<file path="src/hdl/e2c_pkg.sv">
package e2c_pkg;

    localparam logic [16:0] SECS_PER_DAY  = 17'd86400;
    localparam logic [16:0] SECS_PER_HOUR = 17'd3600;
    localparam logic [11:0] SECS_PER_MIN  = 12'd60;
    localparam logic [15:0] DAYS_PER_WEEK = 16'd7;

    // reciprocals rounded up, exact over each dividend range
    // seconds >> 7 over 675, product >> 35
    localparam logic [25:0] RECIP_DAY  = 26'd50903317;
    // time of day >> 4 over 225, product >> 21
    localparam logic [13:0] RECIP_HOUR = 14'd9321;
    // seconds in the hour >> 2 over 15, product >> 14
    localparam logic [10:0] RECIP_MIN  = 11'd1093;
    // day number plus offset over 7, product >> 19
    localparam logic [16:0] RECIP_WEEK = 17'd74899;

    // 1970-01-01 was a Thursday
    localparam logic [15:0] WEEKDAY_OFS    = 16'd4;
    localparam logic [7:0]  YEARS_AT_START = 8'd70;
    // 2100 is the only year in range divisible by four that is not leap
    localparam logic [7:0]  CENTURY_NOLEAP = 8'd200;
    localparam logic [3:0]  LAST_MONTH    = 4'd11;

    typedef enum logic [2:0] {
        ST_IDLE,
        ST_DIV,
        ST_YEAR,
        ST_MONTH,
        ST_FINISH
    } state_t;

    typedef enum logic [2:0] {
        OP_DAY,
        OP_TOD,
        OP_HOUR,
        OP_MREM,
        OP_MIN,
        OP_SEC
    } div_op_t;

    typedef struct packed {
        logic    start;
        logic    step;
        div_op_t op;
        logic    year_step;
        logic    year_end;
        logic    month_step;
        logic    out_load;
    } cmd_t;

    typedef struct packed {
        logic year_done;
        logic month_done;
    } status_t;

    function automatic div_op_t next_op(input div_op_t op);
        div_op_t n;
        case (op)
            OP_DAY:  n = OP_TOD;
            OP_TOD:  n = OP_HOUR;
            OP_HOUR: n = OP_MREM;
            OP_MREM: n = OP_MIN;
            OP_MIN:  n = OP_SEC;
            default: n = OP_SEC;
        endcase
        return n;
    endfunction

    function automatic logic [4:0] month_len(input logic leap, input logic [3:0] mon);
        logic [4:0] n;
        case (mon)
            4'd1:                      n = leap ? 5'd29 : 5'd28;
            4'd3, 4'd5, 4'd8, 4'd10:   n = 5'd30;
            default:                   n = 5'd31;
        endcase
        return n;
    endfunction

endpackage

</file>
<file path="src/hdl/e2c_ctrl.sv">
module e2c_ctrl (
    input  logic            aclk,
    input  logic            aresetn,
    input  logic            s_valid,
    output logic            s_ready,
    output logic            m_valid,
    input  logic            m_ready,
    input  e2c_pkg::status_t status,
    output e2c_pkg::cmd_t    cmd
);
    import e2c_pkg::*;

    state_t     state_reg, state_next;
    div_op_t    op_reg, op_next;
    logic       m_valid_reg, m_valid_next;

    always_ff @(posedge aclk) begin
        if (!aresetn) begin
            state_reg   <= ST_IDLE;
            op_reg      <= OP_DAY;
            m_valid_reg <= 1'b0;
        end else begin
            state_reg   <= state_next;
            op_reg      <= op_next;
            m_valid_reg <= m_valid_next;
        end
    end

    always_comb begin
        state_next   = state_reg;
        op_next      = op_reg;
        m_valid_next = m_valid_reg && !m_ready;
        cmd          = '0;
        cmd.op       = op_reg;
        case (state_reg)
            ST_IDLE: begin
                if (s_valid) begin
                    cmd.start  = 1'b1;
                    state_next = ST_DIV;
                    op_next    = OP_DAY;
                end
            end
            ST_DIV: begin
                cmd.step = 1'b1;
                if (op_reg == OP_SEC) begin
                    state_next = ST_YEAR;
                end else begin
                    op_next = next_op(op_reg);
                end
            end
            ST_YEAR: begin
                if (status.year_done) begin
                    cmd.year_end = 1'b1;
                    state_next   = ST_MONTH;
                end else begin
                    cmd.year_step = 1'b1;
                end
            end
            ST_MONTH: begin
                if (status.month_done) begin
                    state_next = ST_FINISH;
                end else begin
                    cmd.month_step = 1'b1;
                end
            end
            ST_FINISH: begin
                if (!m_valid_reg || m_ready) begin
                    cmd.out_load = 1'b1;
                    m_valid_next = 1'b1;
                    state_next   = ST_IDLE;
                end
            end
            default: begin
                state_next = ST_IDLE;
            end
        endcase
    end

    assign s_ready = (state_reg == ST_IDLE);
    assign m_valid = m_valid_reg;

    a_start: assert property (@(posedge aclk) disable iff (!aresetn)
        s_valid && s_ready |=> state_reg == ST_DIV && op_reg == OP_DAY)
        else $error("conversion did not start on the day division");

    a_div: assert property (@(posedge aclk) disable iff (!aresetn)
        state_reg == ST_DIV && op_reg == OP_SEC |=> state_reg == ST_YEAR)
        else $error("division steps did not hand over to the year search");

    a_out: assert property (@(posedge aclk) disable iff (!aresetn)
        state_reg == ST_FINISH && (!m_valid_reg || m_ready) |=> m_valid_reg && s_ready)
        else $error("finished result not presented");

    a_drain: assert property (@(posedge aclk) disable iff (!aresetn)
        m_valid_reg && m_ready && state_reg != ST_FINISH |=> !m_valid_reg)
        else $error("result beat repeated");

endmodule

</file>
<file path="src/hdl/e2c_datapath.sv">
module e2c_datapath (
    input  logic             aclk,
    input  logic [31:0]      s_epoch_seconds,
    input  e2c_pkg::cmd_t    cmd,
    output e2c_pkg::status_t status,
    output logic [5:0]       m_second,
    output logic [5:0]       m_minute,
    output logic [4:0]       m_hour,
    output logic [2:0]       m_weekday,
    output logic [7:0]       m_years_since_1900,
    output logic [8:0]       m_day_of_year,
    output logic [3:0]       m_month,
    output logic [4:0]       m_day_of_month
);
    import e2c_pkg::*;

    logic [31:0] secs_reg, secs_next;
    logic [15:0] days_reg, days_next;
    logic [16:0] tod_reg, tod_next;
    logic [11:0] rem_reg, rem_next;
    logic [12:0] wq_reg, wq_next;
    logic [7:0]  year_reg, year_next;
    logic [8:0]  yday_reg, yday_next;
    logic [3:0]  mon_reg, mon_next;
    logic [5:0]  sec_reg, sec_next, min_reg, min_next;
    logic [4:0]  hour_reg, hour_next;
    logic [2:0]  wday_reg, wday_next;

    logic [50:0] day_prod;
    logic [32:0] tod_full;
    logic [25:0] hour_prod;
    logic [16:0] min_rem;
    logic [19:0] min_prod;
    logic [11:0] sec_full;
    logic [15:0] wk_num;
    logic [31:0] wk_prod;
    logic [15:0] wk_rem;

    logic        leap;
    logic [8:0]  ylen;
    logic [4:0]  mlen;

    logic [5:0]  o_sec_reg, o_min_reg;
    logic [4:0]  o_hour_reg, o_dom_reg;
    logic [2:0]  o_wday_reg;
    logic [7:0]  o_year_reg;
    logic [8:0]  o_yday_reg;
    logic [3:0]  o_mon_reg;

    // division by constants through rounded-up reciprocals
    assign day_prod  = {26'd0, secs_reg[31:7]} * {25'd0, RECIP_DAY};
    assign tod_full  = {1'b0, secs_reg} - ({17'd0, days_reg} * {16'd0, SECS_PER_DAY});
    assign hour_prod = {13'd0, tod_reg[16:4]} * {12'd0, RECIP_HOUR};
    assign min_rem   = tod_reg - ({12'd0, hour_reg} * SECS_PER_HOUR);
    assign min_prod  = {10'd0, rem_reg[11:2]} * {9'd0, RECIP_MIN};
    assign sec_full  = rem_reg - ({6'd0, min_reg} * SECS_PER_MIN);
    assign wk_num    = days_reg + WEEKDAY_OFS;
    assign wk_prod   = {16'd0, wk_num} * {15'd0, RECIP_WEEK};
    assign wk_rem    = wk_num - ({3'd0, wq_reg} * DAYS_PER_WEEK);

    assign leap = (year_reg[1:0] == 2'b00) && (year_reg != CENTURY_NOLEAP);
    assign ylen = leap ? 9'd366 : 9'd365;
    assign mlen = month_len(leap, mon_reg);

    always_comb begin
        status.year_done  = (days_reg < {7'd0, ylen});
        status.month_done = (mon_reg == LAST_MONTH) || (days_reg < {11'd0, mlen});
    end

    always_comb begin
        secs_next = secs_reg;
        days_next = days_reg;
        tod_next  = tod_reg;
        rem_next  = rem_reg;
        wq_next   = wq_reg;
        year_next = year_reg;
        yday_next = yday_reg;
        mon_next  = mon_reg;
        sec_next  = sec_reg;
        min_next  = min_reg;
        hour_next = hour_reg;
        wday_next = wday_reg;

        if (cmd.start) begin
            secs_next = s_epoch_seconds;
            year_next = YEARS_AT_START;
        end
        if (cmd.step) begin
            case (cmd.op)
                OP_DAY:  days_next = day_prod[50:35];
                OP_TOD:  tod_next  = tod_full[16:0];
                OP_HOUR: begin
                    hour_next = hour_prod[25:21];
                    wq_next   = wk_prod[31:19];
                end
                OP_MREM: begin
                    rem_next  = min_rem[11:0];
                    wday_next = wk_rem[2:0];
                end
                OP_MIN:  min_next = min_prod[19:14];
                OP_SEC:  sec_next = sec_full[5:0];
                default: ;
            endcase
        end
        if (cmd.year_step) begin
            days_next = days_reg - {7'd0, ylen};
            year_next = year_reg + 8'd1;
        end
        if (cmd.year_end) begin
            yday_next = days_reg[8:0];
            mon_next  = '0;
        end
        if (cmd.month_step) begin
            days_next = days_reg - {11'd0, mlen};
            mon_next  = mon_reg + 4'd1;
        end
    end

    always_ff @(posedge aclk) begin
        secs_reg <= secs_next;
        days_reg <= days_next;
        tod_reg  <= tod_next;
        rem_reg  <= rem_next;
        wq_reg   <= wq_next;
        year_reg <= year_next;
        yday_reg <= yday_next;
        mon_reg  <= mon_next;
        sec_reg  <= sec_next;
        min_reg  <= min_next;
        hour_reg <= hour_next;
        wday_reg <= wday_next;
        if (cmd.out_load) begin
            o_sec_reg  <= sec_reg;
            o_min_reg  <= min_reg;
            o_hour_reg <= hour_reg;
            o_wday_reg <= wday_reg;
            o_year_reg <= year_reg;
            o_yday_reg <= yday_reg;
            o_mon_reg  <= mon_reg;
            o_dom_reg  <= days_reg[4:0] + 5'd1;
        end
    end

    assign m_second           = o_sec_reg;
    assign m_minute           = o_min_reg;
    assign m_hour             = o_hour_reg;
    assign m_weekday          = o_wday_reg;
    assign m_years_since_1900 = o_year_reg;
    assign m_day_of_year      = o_yday_reg;
    assign m_month            = o_mon_reg;
    assign m_day_of_month     = o_dom_reg;

endmodule

</file>
<file path="src/hdl/epoch_seconds_to_calendar.sv">
// channel  ports                          beat
// input    s_valid s_ready                s_epoch_seconds
// output   m_valid m_ready                m_second m_minute m_hour m_weekday
//                                         m_years_since_1900 m_day_of_year
//                                         m_month m_day_of_month
//
// One item at a time: the input is accepted while idle, then 6 division
// steps (reciprocal multiplies and remainder subtractions) give the time of
// day and weekday, a year search steps past whole years, a month search steps
// past whole months, and the output is loaded once the previous result is taken.
// Reset is synchronous, active low, and clears only the controller.
// s_ready is high only while idle; a waiting result does not block the next
// beat, which stalls only at the end if the previous result is still held.
module epoch_seconds_to_calendar (
    input  logic        aclk,
    input  logic        aresetn,
    input  logic        s_valid,
    output logic        s_ready,
    input  logic [31:0] s_epoch_seconds,
    output logic        m_valid,
    input  logic        m_ready,
    output logic [5:0]  m_second,
    output logic [5:0]  m_minute,
    output logic [4:0]  m_hour,
    output logic [2:0]  m_weekday,
    output logic [7:0]  m_years_since_1900,
    output logic [8:0]  m_day_of_year,
    output logic [3:0]  m_month,
    output logic [4:0]  m_day_of_month
);
    import e2c_pkg::*;

    cmd_t    cmd;
    status_t status;

    e2c_ctrl u_ctrl (
        .aclk    (aclk),
        .aresetn (aresetn),
        .s_valid (s_valid),
        .s_ready (s_ready),
        .m_valid (m_valid),
        .m_ready (m_ready),
        .status  (status),
        .cmd     (cmd)
    );

    e2c_datapath u_datapath (
        .aclk               (aclk),
        .s_epoch_seconds    (s_epoch_seconds),
        .cmd                (cmd),
        .status             (status),
        .m_second           (m_second),
        .m_minute           (m_minute),
        .m_hour             (m_hour),
        .m_weekday          (m_weekday),
        .m_years_since_1900 (m_years_since_1900),
        .m_day_of_year      (m_day_of_year),
        .m_month            (m_month),
        .m_day_of_month     (m_day_of_month)
    );

endmodule

</file>
<file path="config.mk">
export PLATFORM = sky130hd
export DESIGN_NAME = epoch_seconds_to_calendar
export DESIGN_NICKNAME = d
export VERILOG_FILES = /design/src/hdl/e2c_pkg.sv /design/src/hdl/e2c_ctrl.sv /design/src/hdl/e2c_datapath.sv /design/src/hdl/epoch_seconds_to_calendar.sv
export SDC_FILE = /design/constraint.sdc
export NUM_CORES = 1
export LEC_CHECK = 0
export ABC_AREA = 0
export BUFFER_PORTS_ARGS = -buffer_cell sky130_fd_sc_hd__buf_2
export CORE_MARGIN = 1.5
export CORE_UTILIZATION = 59
export DETAILED_ROUTE_END_ITERATION = 8
export GPL_TIMING_DRIVEN = 1
export HOLD_SLACK_MARGIN = 0.1
export PLACE_DENSITY = 0.89
export SYNTH_ARGS = -nofsm -noshare
export SYNTH_HDL_FRONTEND = slang
export SYNTH_SLANG_ARGS = --single-unit
</file>
<file path="constraint.sdc">
create_clock -name aclk -period 6.3 [get_ports aclk]
set_clock_uncertainty 0.05 [all_clocks]
set_input_delay 0.315 -clock aclk [delete_from_list [all_inputs] [get_ports aclk]]
set_output_delay 0.315 -clock aclk [all_outputs]
set_load 0.02 [all_outputs]
</file>
=== After elaboration in Yosys (flattened, before gate mapping) ===
Index checks and enable logic that the tools add are counted.

* ROM bits: 0
* Flip-flop bits (word level): 184
* Bits in latches: 0
* Word-level logic and storage cells: 121
* RAM bits: 0
* Bits of input ports: 36
* Memories: 0

* Muxes and demuxes: 33
* Reduce and logical (&&, ||, !) cells: 23
* Magnitude comparators: 2
* Shifts and indexed selects: 0
* Equality and inequality tests: 22
* Bitwise logic cells: 0
* Multipliers: 8
* Add/sub/neg operators: 10
* Divide/modulo/power cells: 0

{| class="wikitable"
|+ Operators by type and width
! kind !! count
|-
| two-way mux 16 bit || 4
|-
| multiplier 25 x 26 -> 51 bit (second input constant) || 1
|-
| multiplier 16 x 17 -> 32 bit (second input constant) || 1
|-
| multiplier 13 x 14 -> 26 bit (second input constant) || 1
|-
| two-way mux 3 bit || 7
|-
| multiplier 10 x 11 -> 20 bit (second input constant) || 1
|-
| subtractor 17 bit || 1
|-
| adder 16 x 3 -> 16 bit (second input constant) || 1
|-
| < comparator 16 x 5 -> 1 bit || 1
|-
| < comparator 16 x 9 -> 1 bit || 1
|-
| multiplier 16 x 10 -> 10 bit (second input constant) || 1
|-
| two-way mux 8 bit || 2
|-
| subtractor 16 x 5 -> 16 bit || 1
|-
| subtractor 16 x 9 -> 16 bit || 1
|-
| case mux 3 bit (5 select lines) || 1
|-
| multiplier 13 x 3 -> 3 bit (second input constant) || 1
|-
| equality test 3 x 2 -> 1 bit (second input constant) || 4
|-
| equality test 4 bit (second input constant) || 3
|-
| two-way mux 1 bit || 12
|-
| case mux 3 bit (4 select lines) || 1
|-
| AND reduction 2 bit || 6
|-
| subtractor 12 bit || 1
|-
| case mux 5 bit (2 select lines) || 1
|-
| equality test 3 bit (second input constant) || 3
|-
| 27 further kinds || 41
|}

=== Logic depth before layout (Yosys ltp) ===
Gate-level depths: netlist of run 1.

* Depth in word-level cells: 10
* Depth in mapped cells: 25
* Gate-level depth less buffers: 25

=== Modules after synthesis ===
From an unflattened synthesis of run 1, not the netlist that was laid out.

* Cells, all modules: 2,248
* Area total of the unflattened synthesis: 23,934.2 sq um

{| class="wikitable"
|+ By module, submodules not included
! module !! times used !! area each (sq um) !! cells each
|-
| e2c_datapath || 1 || 23,516.3 || 2,198
|-
| e2c_ctrl || 1 || 417.9 || 50
|}

=== Worst setup path after synthesis of run 1 ===
OpenSTA, ideal clock, no wires.

* Path type: reg-to-reg
* Start point: reg u_datapath.secs_reg[12]
* End point: reg u_datapath.days_reg[14], data pin
* Library setup time: 0.263 ns
* Stages on the path, launching flop included: 24
* Setup slack: -0.082 ns
* Arrival time: 6.069 ns
* Clock period less this slack: 6.382 ns
* Cell sequence: edfxtp_1 inv_1 ha_1 inv_1 fa_1 ha_1 inv_1 fa_1 inv_1 fa_1 fa_1 inv_1 fa_1 inv_1 ha_1 a21oi_1 o21ai_2 a2111oi_2 o21ai_1 a311oi_2 o41ai_4 a221oi_2 xor2_1 o22ai_1

* Cells in the longest elaborated chain, start to end: 5

{| class="wikitable"
|+ RTL lines
! element !! RTL line !! source
|-
| start: declaration || e2c_datapath.sv:17 || <nowiki>logic [31:0] secs_reg, secs_next;</nowiki>
|-
| start signal: assignment || e2c_datapath.sv:120 || <nowiki>secs_reg <= secs_next;</nowiki>
|-
| multiplier 25 x 26 -> 51 bit || e2c_datapath.sv:51 || <nowiki>assign day_prod = {26'd0, secs_reg[31:7]} * {25'd0, RECIP_DAY};</nowiki>
|-
| two-way mux 16 bit || e2c_datapath.sv:89 || <nowiki>case (cmd.op)</nowiki>
|-
| two-way mux 16 bit || e2c_datapath.sv:88 || <nowiki>if (cmd.step) begin</nowiki>
|-
| two-way mux 16 bit || e2c_datapath.sv:105 || <nowiki>if (cmd.year_step) begin</nowiki>
|-
| two-way mux 16 bit || e2c_datapath.sv:113 || <nowiki>if (cmd.month_step) begin</nowiki>
|-
| named net u_datapath.days_next[14] || e2c_datapath.sv:18 || <nowiki>logic [15:0] days_reg, days_next;</nowiki>
|-
| end signal: assignment || e2c_datapath.sv:121 || <nowiki>days_reg <= days_next;</nowiki>
|-
| end: declaration || e2c_datapath.sv:18 ||
|}

The timed path passes the listed nets, and every way through them passes these cells. The select of a mux whose other input is x is not followed.
A chain may end at the register's enable or synchronous reset.

=== Worst setup path after layout of run 1 ===
* Start point: reg u_datapath.secs_reg[26]
* End point: reg u_datapath.days_reg[14], data pin

Same word-level chain as after synthesis.

==> results of run 1 <==
## layout by cell type, fill, tap and decap left out, types with 61 or more instances in the layout
master and count:
buf_2 83, a21oi_1 65, nor2_1 61, ha_1 508
nand2_1 71, inv_1 552, edfxtp_1 167, fa_1 258
buf_4 101, xnor2_1 65
## critical path, cell delays in order (launching register included)
cell	delay [ns]
edfxtp_1	0.50
ha_4	0.22
fa_1	0.50
inv_1	0.05
fa_1	0.50
fa_1	0.52
inv_1	0.08
fa_1	0.53
inv_1	0.05
fa_1	0.53
inv_1	0.08
fa_1	0.46
ha_2	0.22
a21oi_1	0.16
nor2b_1	0.09
o21ai_1	0.18
or2b_4	0.32
a311oi_4	0.37
o41ai_4	0.17
a221oi_2	0.27
xor2_1	0.20
o22ai_1	0.10
## logic make-up (layout without fill, tap and decap cells)
family | count (synthesis) | after routing | synth area share [%]
AOI/OAI and AO/OA | 262 | 262 | 7.28
DFF | 174 | 174 | 21.7
muxes | 3 | 3 | 0.127
and+or+nand+nor | 268 | 268 | 5.60
buffers and inverters | 597 | 841 | 9.54
xor gates and xnor gates | 109 | 109 | 4.03
adders and majority gates | 817 | 817 | 51.7
## routing by layer
layer  wire, um  share of wire, %  GRT usage [%]
met5          0                 0              0
met4       3490               5.8           13.9
met3       3460               5.7           4.12
met2      30700                51           52.2
met1      22800                38           33.2
## per-stage QoR
step	hold WS [ns]	area, um2
final	0.188	27400
after global routing	0.193	27400
after floorplan	0.350	23700
after global placement	0.351	25400
after CTS	0.166	26700
after detailed placement	0.355	25400
## how the worst max path moves through the flow
stage	startpoint	to	slack, ns	cells after the start
6_report	u_datapath.secs_reg[26]	u_datapath.days_reg[14]	-0.14	21
5_1_grt	u_datapath.secs_reg[27]	u_datapath.days_reg[14]	-0.35	21
4_1_cts	u_datapath.secs_reg[22]	u_datapath.days_reg[14]	-0.03	21
3_5_place_dp	u_datapath.secs_reg[20]	u_datapath.days_reg[13]	-0.27	22
3_3_place_gp	u_datapath.secs_reg[20]	u_datapath.days_reg[13]	-0.09	21
2_1_floorplan	u_datapath.secs_reg[12]	u_datapath.days_reg[14]	0.02	23
## area by class of cell
type | count | area (um2) | share of cell area [%]
multi-input combinational | 1459 | 17000 | 62.3
sequential | 174 | 5150 | 18.8
inverter | 574 | 2150 | 7.88
timing repair buffer | 235 | 1720 | 6.30
tap | 525 | 657 | 2.40
clock buffer | 18 | 429 | 1.57
clock inverter | 14 | 193 | 0.704
## timing repair
item | 4_1_cts | 5_1_grt
setup endpoints to repair | 12 | 16
endpoints found under the hold margin | 35 | 0
setup buffers | 11 | 19
pin swaps | 55 | 103
hold buffers | 33 | 0
resized for setup | 47 | 115
cloned | 0 | 0
==> flow_summary.toml, run 1 <==
[run_status]
status = "complete, but fails checks"
violations = "setup timing"

[floorplan]
num_rows = 73
die_x_um = 203
start_util_pct = 59.7
core_area_um2 = 39700
die_area_um2 = 41400
die_y_um = 203
num_io_pins = 84

[routing]
dr.first_iter.drc_count = 1166
routed_via_density = 5.73
ant_nets = 0
drc = 0
dr.pass1.iters = 8
wirelength_um = 60500
wl_per_cell_um = 20.2
vias = 17181

[logic_synthesis]
syn_avg_cell_area_um2 = 10.6
yosys-top-cells-count = "574 x inv_1, 547 x ha_1, 270 x fa_1"
synth.top_cells.by_area = "ha_1 29%, fa_1 23%, edfxtp_1 21%"
ys_ff_latch = 174
synth_edf_count = 167
synth.most_common_cell = "inv_1"
ys_seq_area_share_pct = 21.7
ys_warn_count = 0
async_flop_share_pct = 0
synthesis.area_um2 = 23700
netlist.area_leader.share_pct = 28.9
ys.flop_type = "edfxtp_1"
yosys.area.top_type = "ha_1"
synth.distinct_cells = 74
synthCells = 2230
synth_nets = 3083

[clocking]
clock-root-buffer = "clkbuf_16"
cts_tree = "yes"
cts_sinks = 174
cts_buffers = 17
cts_max_path_buffers = 2
clkTransAtPathRegs_ns = 0.09
worstSkewPairLatency_ns = 0.48
htree_levels = 4

[cells_and_area]
fillers = 2566
n_antenna_cell = 0
layout.cells.non_filler = 2999
nets = 3314
utilization_pct = 68.9
area_growth_pct = 15.4
largest_reg_flops = 32
final_layout_size_suffix_gt1_share_pct = 15.4

[place]
gp_congestion = 1.06
dpl.hpwl_um = 46500
numPlacedInstances = 2907
io_buffers = 83
dp_slack_ns = -0.272

[timing]
rsz0062_at_grt = "yes"
hold_viol = 0
fin_crit_ns = 6.44
slew_violations = 0
max-slew-margin-rel_pct = 27.5
fin_tns_setup_ns = -0.442
worst_slew_pin_slew_ns = 1.09
worst_slack_ns = -0.136
fmax_mhz = 155
finalCritPeriodShare_pct = 102
setup_viol = 9

[global_routing]
grt_use_total_pct = 28.7
antenna_found_initial = 0
grt_pass1_vias = 18330
grt_max_degree = 35
grt_overflow = 0
grt_pass1_wl_um = 91900

[critical_path]
crit_fanout = 4
r2r_start = "u_datapath.secs_reg[26]"
reg2reg_depth = 21
required_ns = 6.46
critPathKind = "flip-flop to flip-flop"
arrival_ns = 6.60
rr_endpoint = "u_datapath.days_reg[14]"
start_kind = "flip-flop"
end_kind = "flip-flop"
r2r_setup_slack_ns = -0.14

[min_path]
hold_end = "u_ctrl.m_valid"
min_path_cells = 3
min_from = "m_ready"
hold_class = "input pin to flip-flop"

[run]
drv_cap = 0
Power of run 1 is not shown: default switching activity piles up to over one toggle a cycle in this logic, so the estimate is an artifact.
==> inputs of run 2 (changes only) <==
CORE_UTILIZATION = 60   (was 59)
MAX_ROUTING_LAYER = met4   (was not set)
PLACE_DENSITY = 0.88   (was 0.89)
clock period = 8.1 ns   (was 6.3 ns; I/O delays follow)
==> run 2 against run 1 <==
  * The flow now finishes without violations
  * First-iteration DRC count fell by 11%
  * Sequential cell count stayed put
  * Register-to-register slack better by 1.1 ns
  * Core utilization fell by 2.9 points
  * Largest cell class unchanged
==> flow_summary.toml, run 2 (same netlist as run 1, synthesis figures left out) <==
[critical_path]
endpoint = "u_datapath.days_reg[14]"
critPathKind = "flip-flop to flip-flop"
required_ns = 8.26
startpoint = "u_datapath.secs_reg[12]"
arrival_ns = 7.26
reg2reg_depth = 23
cp_top_family = "adder cells"
end_kind = "flip-flop"
path_depth = 23
cpPeakStageDelay_ns = 0.77
crit_fanout = 12
crit_slowest_cell = "edfxtp_1"
start_kind = "flip-flop"
cp_common_cell = "inv_1"
rr_endpoint = "u_datapath.days_reg[14]"
r2r_setup_slack_ns = 1.0
r2r_start = "u_datapath.secs_reg[12]"
critical_path.cell_chain = "inv_1 > ha_1 > inv_1 > fa_1 > ha_1 > inv_1 > fa_1 > inv_1 > fa_1 > fa_1 > inv_1 > fa_1 > inv_1 > ha_1 > a21oi_1 > o21ai_2 > a2111oi_2 > o21ai_1 > a311oi_2 > o41ai_4 > a221oi_2 > xor2_1 > o22ai_1"
cp_num_buf_inv = 6

[timing]
worst_slew_pin_slew_ns = 1.15
fin_tns_setup_ns = 0
hold_viol = 0
max-slew-margin-rel_pct = 22.6
fin_crit_ns = 7.10
rsz0062_at_grt = "no"
finalCritPeriodShare_pct = 87.7
fmax_mhz = 141
slew_violations = 0
setup_viol = 0

[place]
dpl.hpwl_um = 45100
io_buffers = 83
gp_congestion = 1.00

[cells_and_area]
n_antenna_cell = 0
nets = 3199
largest_reg_flops = 32
final_cell_mix = "574 x inv_1, 547 x ha_1, 270 x fa_1"
mostFrequentLayoutCell = "inv_1"
area_growth_pct = 8.05
fillers = 2829
final_layout_size_suffix_gt1_share_pct = 6.36

[min_path]
hold_class = "input pin to flip-flop"

[global_routing]
grt_max_degree = 34
antenna_found_initial = 0
grt_pass1_wl_um = 88700
grt_use_total_pct = 28.8
grt_overflow = 0
grt_pass1_vias = 17854

[routing]
dr.first_iter.drc_count = 1036
vias = 16146
wl_per_cell_um = 18.9
drc = 0
wirelength_um = 54500
ant_nets = 0
dr.pass1.iters = 8
routed_via_density = 5.61

[floorplan]
die_y_um = 202
die_area_um2 = 40700
die_x_um = 202
start_util_pct = 61.0
core_area_um2 = 38800
num_rows = 72
num_io_pins = 84

[clocking]
cts_sinks = 174
htree_levels = 4
post_cts_resized = 0
worstSkewPairLatency_ns = 0.47
cts_tree = "yes"
clkTransAtPathRegs_ns = 0.07
cts_max_path_buffers = 2
cts_buffers = 17
clock-root-buffer = "clkbuf_16"

[run]
drv_cap = 0

[run_status]
status = "finished, final reports clean"
run 2: per-layer routing:
| metal | vias to the layer above | GRT usage (%) | routed length, um |
|---|---|---|---|
| met5 | - | - | 0 |
| met4 | 0 | 11.8 | 2140 |
| met3 | 140 | 4.08 | 2680 |
| met2 | 516 | 51.0 | 28300 |
| met1 | 7956 | 32.8 | 21300 |
| li1 | 7534 | - | - |
run 2: worst min path at each step:
stage	slack, ns	from	endpoint	cells past startpoint
after CTS	0.17	aresetn	u_ctrl.op_reg[1]	2
after global routing	0.19	aresetn	u_ctrl.op_reg[1]	2
final	0.19	aresetn	u_ctrl.op_reg[1]	2
after global placement	0.35	u_datapath.sec_reg[5]	u_datapath.m_second[5]	0
after floorplan	0.35	u_datapath.yday_reg[0]	u_datapath.m_day_of_year[0]	0
after detailed placement	0.35	u_datapath.secs_reg[5]	u_datapath.tod_reg[5]	0
run 2: repair_timing:
item,CTS,global route
hold buffers,32,0
endpoints found under the hold margin,32,0
buffers inserted,0,0
run 2: final cells by class:
| type | count | area [um2] | share of cell area (%) |
|---|---|---|---|
| multi-input cells | 1459 | 16300 | 63.6 |
| flip-flops and latches | 174 | 5150 | 20.1 |
| repair buffers | 120 | 773 | 3.02 |
| clock inverters | 15 | 156 | 0.611 |
| inverters | 574 | 2150 | 8.41 |
| clock buffers | 17 | 425 | 1.66 |
| well taps | 518 | 648 | 2.53 |
run 2: stage by stage:
step / std cells / setup WS (ns) / utilization (%) / area (um2) / hold slack (ns)
2_1_floorplan: 2230 / 1.72 / - / 23700 / 0.350
3_3_place_gp: 2813 / 1.20 / 63.6 / 24700 / 0.352
3_5_place_dp: 2813 / 0.987 / 63.6 / 24700 / 0.355
4_1_cts: 2877 / 0.969 / 66.0 / 25600 / 0.168
5_1_grt: 2877 / 0.678 / 66.0 / 25600 / 0.187
6_report: 2877 / 0.998 / 66.0 / 25600 / 0.188
Power of run 2 is left out for the same reason.
